[src/ptw_pkg.sv]
`timescale 1ns / 1ps
// Shared types and constants for the four-level page table walker.
// Used by ptw_ctrl, ptw_datapath and the top level; depends on nothing else.
package ptw_pkg;

    // Table store geometry.
    localparam int TABLE_WORDS = 4096;
    localparam int WORD_AW     = $clog2(TABLE_WORDS);
    localparam int SUM_W       = WORD_AW + 1;

    // Field widths.
    localparam int ADDR_W  = 52;
    localparam int VA_W    = 48;
    localparam int ENTRY_W = 64;
    localparam int OFS_W   = 12;
    localparam int IDX_W   = 9;
    localparam int LVL_W   = 2;

    localparam logic [LVL_W-1:0] LEAF_LEVEL = LVL_W'(3);

    // Reset value of both address registers.
    localparam logic [ADDR_W-1:0] ADDR_RESET = ADDR_W'(64'h20_0000);

    // Operation codes.
    localparam logic [1:0] MODE_TRANSLATE = 2'd0;
    localparam logic [1:0] MODE_MAP       = 2'd1;
    localparam logic [1:0] MODE_UNMAP     = 2'd2;
    localparam logic [1:0] MODE_RAW       = 2'd3;

    // Result codes.
    localparam logic [2:0] STATUS_OK         = 3'd0;
    localparam logic [2:0] STATUS_ABSENT     = 3'd1;
    localparam logic [2:0] STATUS_MISALIGNED = 3'd2;
    localparam logic [2:0] STATUS_CONFLICT   = 3'd3;
    localparam logic [2:0] STATUS_WINDOW     = 3'd4;

    // Configuration register indexes.
    localparam logic CFG_ROOT_TABLE = 1'b0;
    localparam logic CFG_TABLE_BASE = 1'b1;

    typedef struct packed {
        logic [1:0]         mode;
        logic [VA_W-1:0]    virt_addr;
        logic [ADDR_W-1:0]  phys_page;
        logic [7:0]         page_flags;
        logic [11:0]        word_index;
        logic [ENTRY_W-1:0] word_value;
    } req_t;

    typedef struct packed {
        logic [ENTRY_W-1:0] phys_out;
        logic [2:0]         status;
        logic               invalidate;
    } rsp_t;

    typedef enum logic [2:0] {
        S_CLEAR,
        S_IDLE,
        S_LOCATE,
        S_FETCH,
        S_WRITE,
        S_FINISH
    } ctrl_state_t;

    // Commands from the controller to the datapath.
    typedef struct packed {
        logic clear_step;
        logic start;
        logic locate;
        logic check;
        logic write;
        logic finish;
    } ctrl_cmd_t;

    // Status from the datapath to the controller.
    typedef struct packed {
        logic       clear_last;
        logic [1:0] req_mode;
        logic       req_misaligned;
        logic [1:0] mode;
        logic       loc_fail;
        logic       entry_present;
        logic       last_level;
        logic       conflict;
        logic       out_free;
    } dp_sts_t;

endpackage

[src/ptw_ctrl.sv]
`timescale 1ns / 1ps
// Controller state machine of the page table walker.
// Sequences clearing, the four-level walk, leaf writes and raw writes; uses ptw_pkg.
module ptw_ctrl
    import ptw_pkg::*;
(
    input  logic      clk,
    input  logic      rst_n,
    input  logic      req_valid,
    output logic      req_ready,
    input  dp_sts_t   sts,
    output ctrl_cmd_t cmd
);

    ctrl_state_t state_reg;
    ctrl_state_t state_next;

    // State register.
    always_ff @(posedge clk or negedge rst_n)
    begin
        if (!rst_n)
        begin
            state_reg <= S_CLEAR;
        end
        else
        begin
            state_reg <= state_next;
        end
    end

    // Next state.
    always_comb
    begin
        state_next = state_reg;
        case (state_reg)
            S_CLEAR:
            begin
                if (sts.clear_last)
                begin
                    state_next = S_IDLE;
                end
            end
            S_IDLE:
            begin
                if (req_valid)
                begin
                    if (sts.req_mode == MODE_RAW)
                    begin
                        state_next = S_WRITE;
                    end
                    else if (sts.req_misaligned)
                    begin
                        state_next = S_FINISH;
                    end
                    else
                    begin
                        state_next = S_LOCATE;
                    end
                end
            end
            S_LOCATE:
            begin
                state_next = sts.loc_fail ? S_FINISH : S_FETCH;
            end
            S_FETCH:
            begin
                if (!sts.last_level)
                begin
                    state_next = sts.entry_present ? S_LOCATE : S_FINISH;
                end
                else if ((sts.mode == MODE_MAP && !sts.conflict) ||
                         sts.mode == MODE_UNMAP)
                begin
                    state_next = S_WRITE;
                end
                else
                begin
                    state_next = S_FINISH;
                end
            end
            S_WRITE:
            begin
                state_next = S_FINISH;
            end
            S_FINISH:
            begin
                if (sts.out_free)
                begin
                    state_next = S_IDLE;
                end
            end
            default:
            begin
                state_next = S_CLEAR;
            end
        endcase
    end

    // Command outputs.
    always_comb
    begin
        cmd       = '0;
        req_ready = 1'b0;
        case (state_reg)
            S_CLEAR:
            begin
                cmd.clear_step = 1'b1;
            end
            S_IDLE:
            begin
                req_ready = 1'b1;
                cmd.start = req_valid;
            end
            S_LOCATE:
            begin
                cmd.locate = 1'b1;
            end
            S_FETCH:
            begin
                cmd.check = 1'b1;
            end
            S_WRITE:
            begin
                cmd.write = 1'b1;
            end
            S_FINISH:
            begin
                cmd.finish = sts.out_free;
            end
            default:
            begin
                cmd = '0;
            end
        endcase
    end

endmodule

[config.mk]
export PLATFORM = sky130hd
export DESIGN_NAME = ptw_ctrl
export DESIGN_NICKNAME = d
export VERILOG_FILES = /design/src/ptw_pkg.sv /design/src/ptw_ctrl.sv
export SDC_FILE = /design/constraint.sdc
export NUM_CORES = 1
export LEC_CHECK = 0
export BUFFER_PORTS_ARGS = -buffer_cell sky130_fd_sc_hd__buf_2
export CAP_MARGIN = 40
export CORE_AREA = 2 2 39 41
export DETAILED_ROUTE_END_ITERATION = 6
export DIE_AREA = 0 0 41 43
export RECOVER_POWER = 25
export SETUP_SLACK_MARGIN = 0.15
export SLEW_MARGIN = 30
export SYNTH_ARGS = -nofsm -noshare
export SYNTH_HDL_FRONTEND = slang
export SYNTH_SLANG_ARGS = --single-unit
[constraint.sdc]
create_clock -name clk -period 2.8 [get_ports clk]
set_input_delay 0.28 -clock clk [delete_from_list [all_inputs] [get_ports clk]]
set_output_delay 0.28 -clock clk [all_outputs]
set_load 0.01 [all_outputs]
---- After elaboration in Yosys (flattened, before gate mapping) ----
Index checks and enable logic that the tools add are counted.
operators by class
  eq/ne operators ......................... 11
  mux-type cells .......................... 17
  reductions and logical operators ........ 5
operators with widths
  operator              count
  $mux W3               8
  $pmux W3 S6           1
  $mux W1               8
  $eq A3 B2 Y1 const B  2
  $eq A3 B3 Y1 const B  2
  $ne A2 B2 Y1 const B  3
  $eq A2 B2 Y1 const B  2
  $eq A3 B1 Y1 const B  1
  $logic_not A3 Y1      1
  $reduce_and A3 Y1     1
  $eq A2 B1 Y1 const B  1
  $logic_and A1 B1 Y1   1
  $logic_not A1 Y1      1
  $logic_or A1 B1 Y1    1
storage, ports and cells
  register bits ........................... 3
  input port bits ......................... 14
  word-level logic and storage cells ...... 34

---- Depth between registers and ports, before layout ----
Gate-level depths: netlist of run 1.
  depth in word-level cells ............... 6
  gate-level depth with buffers ........... 5
  gate-level depth less buffers ........... 4

---- Worst setup path before layout of run 1 ----
OpenSTA, ideal clock, no wires.
  path type ............................... flip-flop to output port
  start ................................... register state_reg[1]
  end ..................................... output port cmd[4] (netlist name)
  data arrival time ....................... 1,013 ps
  path slack .............................. 1,507 ps
  stages on the path, launching flop included .. 4
  cells stage by stage .................... dfrtp_1 > buf_4 > nor3b_2 > and2_1
RTL lines
  what                    line            RTL
  from (decl)             ptw_ctrl.sv:15  ctrl_state_t state_reg;
  from (signal assigned)  ptw_ctrl.sv:27  state_reg <= state_next;
  to (decl)               ptw_ctrl.sv:12  output ctrl_cmd_t cmd

==> out/metrics.yaml, run 1 <==
pin_count: 21
max_freq_mhz: 587.6
worst_path_max_delay_cell: "sky130_fd_sc_hd__dfrtp_1"
first_iter_violations: 10
gp_weighted_congestion: 0.8186
timing.critical_path.cells: "nor3b_2, and2_1, buf_2"
max_cap_viol_count: 0
timing_hold_violations_final: 0
clkLatencyLatePin_ps: 230
final_stage_net_count: 82
worstSetupEndpointType: "primary output"
postSynthCellCount: 45
hpwl_um: 684.8
placement_rows: 14
synth_area_leader_cell: "sky130_fd_sc_hd__dfrtp_1"
timing.critical_path.max_delay_family: "flip-flops"
slew_viols_final: 0
number_of_global_route_vias_before_repair: 305
worstHoldStart: "sts[0]"
numPortBuffers: 20
num_antenna_cells: 0
final_layout_size_suffix_gt1_share_pct: 43.28
antenna_found_initial: 0
initial_core_util_pct: 26.04
synth_top_cell_area_share_pct: 20.83
postCtsHoldBufs: 1
slew_headroom_pct: 71.15
drt_pass1_iterations: 3
die-width_um: 41
rrSetupSlack_ps: 1320
ys.warnings.count: 0
outcome: "finished clean"
placedInstanceArea_um2: 454.2
worst_ir_drop_vdd_mv: 0.5219
post_synth_num_cell_types: 28
synth-edff-count: 0
worst_r2r_startpoint: "state_reg[0]"
grt_util_met2_pct: 12.81
tightestPinTransition_ps: 432.7
met3_usage_pct: 6.806
max-clock-path-buffers: 2
syn2layout_area_growth_pct: 35.76
reg2reg_to: "state_reg[2]"
reg2regPathDepth: 3
clock_sink_count: 3
route.antenna.remaining_nets: 0
synth.avg_cell_area_um2: 8.008
number_of_register_bits_inferred_by_synthesis: 3
power.leakage_nw: 0.2450
timing.critical_path.arrival_ps: 1420
die_h_um: 43
worst_path_largest_cell_delay_ps: 600
cts_inserted_buffers: 3
timing.clock.skew_ps: 4.472
totalWireLength_um: 871
coreArea_um2: 1384
grt_max_degree: 15
post_drt_wl_per_cell_um: 10.49
cts_resized: 0
timing.critical_path.fanout_max: 14
netlist_top_cells_count: "4 x sky130_fd_sc_hd__a21oi_1, 4 x sky130_fd_sc_hd__nor2_1, 3 x sky130_fd_sc_hd__dfrtp_1, 3 x sky130_fd_sc_hd__nor2b_1"
final_design_area_no_fill_um2: 489.2
die-area_um2: 1763
hold-path-cell-count: 2
grt_busiest_layer: "met1"
grt_first_pass_wirelength_um: 1317
setup_violators_final: 0
asyncSetResetFlopFracSynth_pct: 100.0
grt_use_total_pct: 11.16
synth_area_leaders: "sky130_fd_sc_hd__dfrtp_1 21%, sky130_fd_sc_hd__a21oi_1 5.6%, sky130_fd_sc_hd__nor2b_1 5.2%"
critical_path.n_buffers_inverters: 1
tritoncts: "yes"
remaining_overflow_grt: 0
synth_nets: 59
critPathKind: "register to primary output"
clock_slew_at_reported_path_ffs_ps: 40
mappedNetlistArea_um2: 360.3
worstHoldEndpoint: "state_reg[2]"
power-per-cell-area_nw_per_um2: 900.4
drcViolationCount: 0
layout_worst_path_cycle_share_pct: 60.78
clk_root_buffer_cell: "sky130_fd_sc_hd__clkbuf_4"
dr_total_vias: 381
critPathLaunchType: "register"
post-cts-setup-buffers: 0
setup_repair_after_global_routing_missed_its_margin: "no"
largest_register_ff_count: 3
routed_via_density: 4.590
ys_seq_area_share_pct: 20.83
layout_min_cycle_time_ps: 1702
hold_class: "primary input to register"
met1_usage_pct: 15.81
cts-htree-levels: 1
cp.required_ps: 2520
most_common_flop_cell_mapped_by_yosys: "sky130_fd_sc_hd__dfrtp_1"
totalNegativeSetupSlack_ps: 0
[layout by cell type (no fill, tap or decap)]
cell                            netlist  routed
sky130_fd_sc_hd__a21oi_1              4       4
sky130_fd_sc_hd__a2bb2oi_1            1       1
sky130_fd_sc_hd__a311o_1              1       1
sky130_fd_sc_hd__and2_1               1       1
sky130_fd_sc_hd__and2b_1              1       1
sky130_fd_sc_hd__and3_1               1       1
sky130_fd_sc_hd__buf_2                0      19
sky130_fd_sc_hd__clkbuf_1             0       2
sky130_fd_sc_hd__clkbuf_4             0       3
sky130_fd_sc_hd__dfrtp_1              3       3
sky130_fd_sc_hd__dlygate4sd3_1        0       1
sky130_fd_sc_hd__inv_1                2       2
sky130_fd_sc_hd__mux2_4               1       1
sky130_fd_sc_hd__mux2i_1              1       1
sky130_fd_sc_hd__nand2_1              2       2
sky130_fd_sc_hd__nand2b_1             2       2
sky130_fd_sc_hd__nand3_1              1       1
sky130_fd_sc_hd__nand3b_1             1       1
sky130_fd_sc_hd__nand3b_2             1       1
sky130_fd_sc_hd__nor2_1               4       4
sky130_fd_sc_hd__nor2_2               2       2
sky130_fd_sc_hd__nor2b_1              3       3
sky130_fd_sc_hd__nor2b_4              1       1
sky130_fd_sc_hd__nor3_1               2       2
sky130_fd_sc_hd__nor3b_1              1       1
sky130_fd_sc_hd__nor3b_2              1       1
sky130_fd_sc_hd__o21ai_0              2       2
sky130_fd_sc_hd__o21ai_1              1       1
sky130_fd_sc_hd__o22ai_1              1       1
sky130_fd_sc_hd__o31ai_2              1       1
[worst max path at each step]
stage / end / slack [ps] / from / depth (start not counted)
after detailed placement: state_reg[2] / 1330 / state_reg[0] / 3
after global routing: cmd[4] / 1010 / state_reg[0] / 3
final: cmd[4] / 1100 / state_reg[0] / 3
after global placement: cmd[4] / 1370 / state_reg[0] / 3
after floorplan: cmd[4] / 1510 / state_reg[1] / 3
after CTS: cmd[4] / 1110 / state_reg[0] / 3
[cell families after synthesis]
| logic type | Yosys count | synth area share (%) |
|---|---|---|
| multiplexers | 2 | 6.943 |
| buffers and inverters | 5 | 9.374 |
| AND/OR/NAND/NOR | 24 | 42.71 |
| AO/OA/AOI/OAI | 11 | 20.14 |
| flip-flops | 3 | 20.83 |
[metal layers]
layer | wire length (µm) | share of wire (%)
met4 | 0 | 0
met2 | 402 | 46
met3 | 62 | 7.1
met1 | 406 | 47
met5 | 0 | 0
[area by class of cell]
class / instances / area [µm²]
flip-flops and latches: 3 / 75.07
multi-input cells: 37 / 251.5
well taps: 16 / 20.02
inverters: 2 / 7.507
clock buffers: 4 / 26.28
fillers: 156 / 894.6
repair buffers: 21 / 108.9
[per-stage QoR]
step	hold WS (ps)	setup WS, ps	cells	power, mW	util [%]
floorplan	-15.59	1507	45	0.3159	-
global placement	82.22	1368	78	0.3609	32.82
detailed placement	81.69	1329	78	0.3630	32.82
CTS	282.0	1107	83	0.4436	35.44
global route	302.4	1012	83	0.4799	35.35
finish	286.0	1098	83	0.4405	35.35
[power by group]
part	internal, mW	switching (mW)	leakage, nW
logic	0.130	0.107	0.192
clock network	0.0534	0.0231	0.0150
registers	0.0616	0.0647	0.0378
total	0.245	0.195	0.245
Note: power is estimated with default switching activity, not from simulation.
==> run 2, diff against run 1 <==
ABC_AREA = 1   (was unset)
clock period = 1.6 ns   (was 2.8 ns; I/O delays follow)
==> run 2 against run 1 <==
Effect of this change: register-to-register slack worse by 870 ps; synthesized cell count is 33% higher; sequential share of layout area is 0.12 points higher; routed wire length is 11% lower; combinational power is 91% higher; cell area is 0.77% lower; cell count is 22% higher; die area stayed put; hold slack worse by 18 ps.
==> out/metrics.yaml, run 2 <==
outcome: "finished clean"
worst_r2r_startpoint: "state_reg[1]"
power-per-cell-area_nw_per_um2: 1529
timing.clock.skew_ps: 2.295
synth_nets: 74
postLayoutSetupSlackWorst_ps: 273.0
tritoncts: "yes"
hold_class: "primary input to asynchronous set/reset pin"
multiplexer_fraction_of_the_synthesized_cell_area_pct: 0
slew_viols_final: 0
worstSetupEndpointType: "primary output"
layout.cells.most_common: "sky130_fd_sc_hd__buf_2"
cts_inserted_buffers: 3
post_synth_num_cell_types: 16
first_iter_violations: 10
layout.cells.most_common_list: "19 x sky130_fd_sc_hd__buf_2, 15 x sky130_fd_sc_hd__nor2_1, 14 x sky130_fd_sc_hd__nand2_1"
final_stage_net_count: 100
final_design_area_no_fill_um2: 485.5
grt_first_pass_wirelength_um: 1090
synth_area_leaders: "sky130_fd_sc_hd__dfrtp_1 23%, sky130_fd_sc_hd__nor2_1 17%, sky130_fd_sc_hd__nand2_1 16%"
number_of_global_route_vias_before_repair: 302
route.antenna.remaining_nets: 0
post_drt_wl_per_cell_um: 7.703
antenna_found_initial: 0
setup_violators_final: 0
die-width_um: 41
timing.critical_path.fanout_max: 5
pin_count: 21
synth_area_leader_cell: "sky130_fd_sc_hd__dfrtp_1"
ys_seq_area_share_pct: 22.73
ys.warnings.count: 0
yosys.area_share.xor_xnor_pct: 0
cp.required_ps: 1440
power.leakage_nw: 0.3223
clk_root_buffer_cell: "sky130_fd_sc_hd__clkbuf_4"
gp_weighted_congestion: 0.7036
timing_hold_violations_final: 0
placedInstanceArea_um2: 450.4
setup_repair_after_global_routing_missed_its_margin: "no"
most_common_flop_cell_mapped_by_yosys: "sky130_fd_sc_hd__dfrtp_1"
remaining_overflow_grt: 0
layout_worst_path_cycle_share_pct: 82.94
synth_top_cell_area_share_pct: 22.73
largest_register_ff_count: 3
die-area_um2: 1763
synth-edff-count: 0
initial_core_util_pct: 23.87
coreArea_um2: 1384
synth-compound-area-share_pct: 9.848
worst_ir_drop_vdd_mv: 0.5384
dr_total_vias: 414
synth.avg_cell_area_um2: 5.505
hpwl_um: 651.3
drt_pass1_iterations: 4
asyncSetResetFlopFracSynth_pct: 100.0
tightestPinTransition_ps: 197.5
placement_rows: 14
clkLatencyLatePin_ps: 230
worst_setup_path_startpoint: "state_reg[1]"
clock_slew_at_reported_path_ffs_ps: 40
cts-htree-levels: 1
layout.filler_cells: 158
die_h_um: 43
grt_use_total_pct: 9.063
num_antenna_cells: 0
grt_max_degree: 7
clock_sink_count: 3
numPortBuffers: 20
slew_headroom_pct: 86.83
critPathLaunchType: "register"
dominant_combinational_cell_family_by_area_after_synthesis: "simple AND/OR/NAND/NOR gates"
drcViolationCount: 0
max-clock-path-buffers: 2
final_layout_size_suffix_gt1_share_pct: 31.76
finalCoreUtilization_pct: 35.08
max_cap_viol_count: 0
timing.critical_path.arrival_ps: 1170
netlist_top_cells_count: "15 x sky130_fd_sc_hd__nor2_1, 14 x sky130_fd_sc_hd__nand2_1, 12 x sky130_fd_sc_hd__inv_1"
critPathKind: "register to primary output"
synth_adder_area_share_pct: 0
totalWireLength_um: 778
rrSetupSlack_ps: 450
max_freq_mhz: 753.6
postSynthCellCount: 60
syn2layout_area_growth_pct: 46.97
synthMostInstantiatedCell: "sky130_fd_sc_hd__nor2_1"
preCtsSetupSlack_ps: 445.3
number_of_register_bits_inferred_by_synthesis: 3
mappedNetlistArea_um2: 330.3
synthSimpleGateAreaFrac_pct: 51.52
totalNegativeSetupSlack_ps: 0
layout_min_cycle_time_ps: 1327
routed_via_density: 4.099
-- run 2: stage by stage --
stage               total power, mW  std cells  hold WS, ps
floorplan                    0.4805         60       -135.6
global placement             0.6106         96       -43.14
detailed placement           0.6155         96       -41.39
CTS                          0.7502        101        259.0
global route                 0.8280        101        298.7
finish                       0.7424        101        268.4
-- run 2: final cells by class --
cell class,instances,area [µm²],share of cell area [%]
inverters,14,52.55,10.82
well taps,16,20.02,4.124
flip-flops and latches,3,75.07,15.46
multi-input cells,43,202.7,41.75
clock buffers,4,26.28,5.412
repair buffers,21,108.9,22.42
-- run 2: worst paths after layout --
check | to | depth (start not counted)
worst max-delay path | cmd[4] | 4
worst min-delay path | state_reg[2] | 2
worst max register to register | state_reg[0] | 6
worst min register to register | state_reg[2] | 2
max in group asynchronous | state_reg[0] | 2
min in group clk | state_reg[2] | 4
-- run 2: what timing repair did --
item / in CTS / in global routing
hold buffers: 1 / 0
resized for setup: 0 / 0
buffers inserted: 0 / 0
hold endpoints to repair: 3 / 0
-- run 2: critical path, stage by stage (launching register included) --
cell and delay [ps]:
sky130_fd_sc_hd__dfrtp_1 390, sky130_fd_sc_hd__inv_1 140, sky130_fd_sc_hd__nand3_2 160, sky130_fd_sc_hd__nor2_1 110
sky130_fd_sc_hd__buf_2 130
-- run 2: cells by family (layout without fill, tap and decap cells) --
group,after synthesis,count (layout)
AO/OA/AOI/OAI,5,5
AND/OR/NAND/NOR,38,38
buffers and inverters,14,39
flip-flops,3,3
-- run 2: routing by layer --
metal | routed length, µm | track usage [%] | up-vias
li1 | - | - | 230
met1 | 342 | 12.34 | 163
met4 | 9 | 4.000 | 0
met3 | 72 | 3.141 | 2
met5 | 0 | 0 | -
met2 | 353 | 12.50 | 19
-- run 2: power breakdown --
part | switching, mW | internal (mW)
clock network | 0.0401 | 0.0935
registers | 0.0436 | 0.111
logic | 0.274 | 0.180
total | 0.358 | 0.384
==> run 3, diff against run 2 <==
clock period = 1.2 ns   (was 1.6 ns; I/O delays follow)
==> run 3 against run 2 <==
Effect of this change: clock skew increased by 3.7 ps; routed wire length up 15%; global-route usage grew 4.0 points; setup slack got worse by 270 ps; cell area up 20%; first-iteration DRC count shrank 20%; die area unchanged; total power is 77% higher; count of clock-buffer cells in the layout stayed put; highest routed layer unchanged.
==> out/metrics.yaml, run 3 (synthesis results as in run 2) <==
clkLatencyLatePin_ps: 240
worst_ir_drop_vdd_mv: 0.9264
numPortBuffers: 20
routed_via_density: 4.306
remaining_overflow_grt: 0
placement_rows: 14
pin_count: 21
hold_class: "primary input to asynchronous set/reset pin"
layout.cells.most_common: "sky130_fd_sc_hd__buf_2"
timing.critical_path.fanout_max: 5
power.leakage_nw: 0.3606
layout.cells.most_common_list: "18 x sky130_fd_sc_hd__buf_2, 13 x sky130_fd_sc_hd__nor2_1, 12 x sky130_fd_sc_hd__nand2_1"
grt_max_degree: 6
final_stage_net_count: 107
slew_viols_final: 0
die-area_um2: 1763
first_iter_violations: 8
totalWireLength_um: 895
grt_first_pass_wirelength_um: 1524
slew_headroom_pct: 89.08
die_h_um: 43
largest_register_ff_count: 3
preCtsSetupSlack_ps: 47.11
route.antenna.remaining_nets: 0
hpwl_um: 684.4
cts-htree-levels: 1
power-per-cell-area_nw_per_um2: 2259
whs_ps: 210.9
max_cap_viol_count: 0
coreArea_um2: 1384
outcome: "finished clean"
clock_slew_at_reported_path_ffs_ps: 40
layoutNonFillerInstCount: 108
dr_total_vias: 465
antenna_found_initial: 0
worstSetupEndpointType: "primary output"
clk_root_buffer_cell: "sky130_fd_sc_hd__clkbuf_4"
critPathKind: "register to primary output"
drt_pass1_iterations: 4
post_drt_wl_per_cell_um: 8.287
cts_inserted_buffers: 3
timing.clock.skew_ps: 6.031
num_antenna_cells: 0
syn2layout_area_growth_pct: 75.76
layout_min_cycle_time_ps: 1195
gp_weighted_congestion: 0.7582
totalNegativeSetupSlack_ps: 0
timing.critical_path.arrival_ps: 1080
initial_core_util_pct: 23.87
tritoncts: "yes"
setup_violators_final: 0
clock_sink_count: 3
die-width_um: 41
postLayoutSetupSlackWorst_ps: 4.999
cp.required_ps: 1080
grt_use_total_pct: 13.07
setup_repair_after_global_routing_missed_its_margin: "yes"
layout_worst_path_cycle_share_pct: 99.58
drcViolationCount: 0
max_freq_mhz: 836.8
critPathLaunchType: "register"
timing_hold_violations_final: 0
number_of_global_route_vias_before_repair: 392
numPlacedInstances: 96
final_layout_size_suffix_gt1_share_pct: 45.65
tightestPinTransition_ps: 162.0
max-clock-path-buffers: 2
run 3: cell type report:
| class | count | area (µm²) |
|---|---|---|
| multi-input cells | 43 | 235.2 |
| repair buffers | 28 | 167.7 |
| well taps | 16 | 20.02 |
| clock buffers | 4 | 26.28 |
| inverters | 14 | 55.05 |
| flip-flops and latches | 3 | 76.32 |
| fillers | 157 | 803.3 |
run 3: repair_timing:
| action | CTS | global route |
|---|---|---|
| endpoints found under the hold margin | 3 | 0 |
| gates cloned | 0 | 0 |
| pin swaps | 7 | 3 |
| hold buffers | 1 | 0 |
| setup endpoints to repair | 10 | 10 |
| resized for setup | 8 | 3 |
| setup buffers | 5 | 2 |
run 3: power breakdown:
group | switching, mW | internal, mW
logic | 0.479 | 0.432
clock network | 0.0635 | 0.125
registers | 0.0597 | 0.152
total | 0.602 | 0.709
run 3: per-stage QoR:
stage / utilization [%] / total power, mW / instance area [µm²]
final: 41.95 / 1.311 / 580.6
after global routing: 41.95 / 1.459 / 580.6
after CTS: 40.05 / 1.212 / 554.3
after detailed placement: 33.09 / 0.8450 / 457.9
after global placement: 33.09 / 0.8407 / 457.9
after floorplan: - / 0.6605 / 337.8
run 3: path summary, 6_finish.rpt:
path / end / cells past startpoint / startpoint / slack, ps
setup / recovery: cmd[4] / 4 / state_reg[2] / 5
max in group asynchronous: state_reg[0] / 2 / rst_n / 820
setup reg to reg: state_reg[2] / 7 / state_reg[2] / 70
min in group clk: state_reg[0] / 4 / req_valid / 220
hold reg to reg: state_reg[2] / 4 / state_reg[1] / 760
hold / removal: state_reg[2] / 2 / rst_n / 210
run 3: critical path, stage by stage, from the launching register on:
cell and delay [ps]:
sky130_fd_sc_hd__dfrtp_1 390, sky130_fd_sc_hd__inv_2 120, sky130_fd_sc_hd__nand3_4 100, sky130_fd_sc_hd__nor2_1 90, sky130_fd_sc_hd__buf_2 130
run 3: metal layers:
metal  part of all wire, %  GRT usage [%]  vias up  wire length (µm)
met5                     0              0        -                 0
met4                   2.0          10.00        0                18
met3                   5.6          3.141        2                50
met2                    52          19.69       13               465
met1                    40          14.84      204               361
li1                      -              -      246                 -
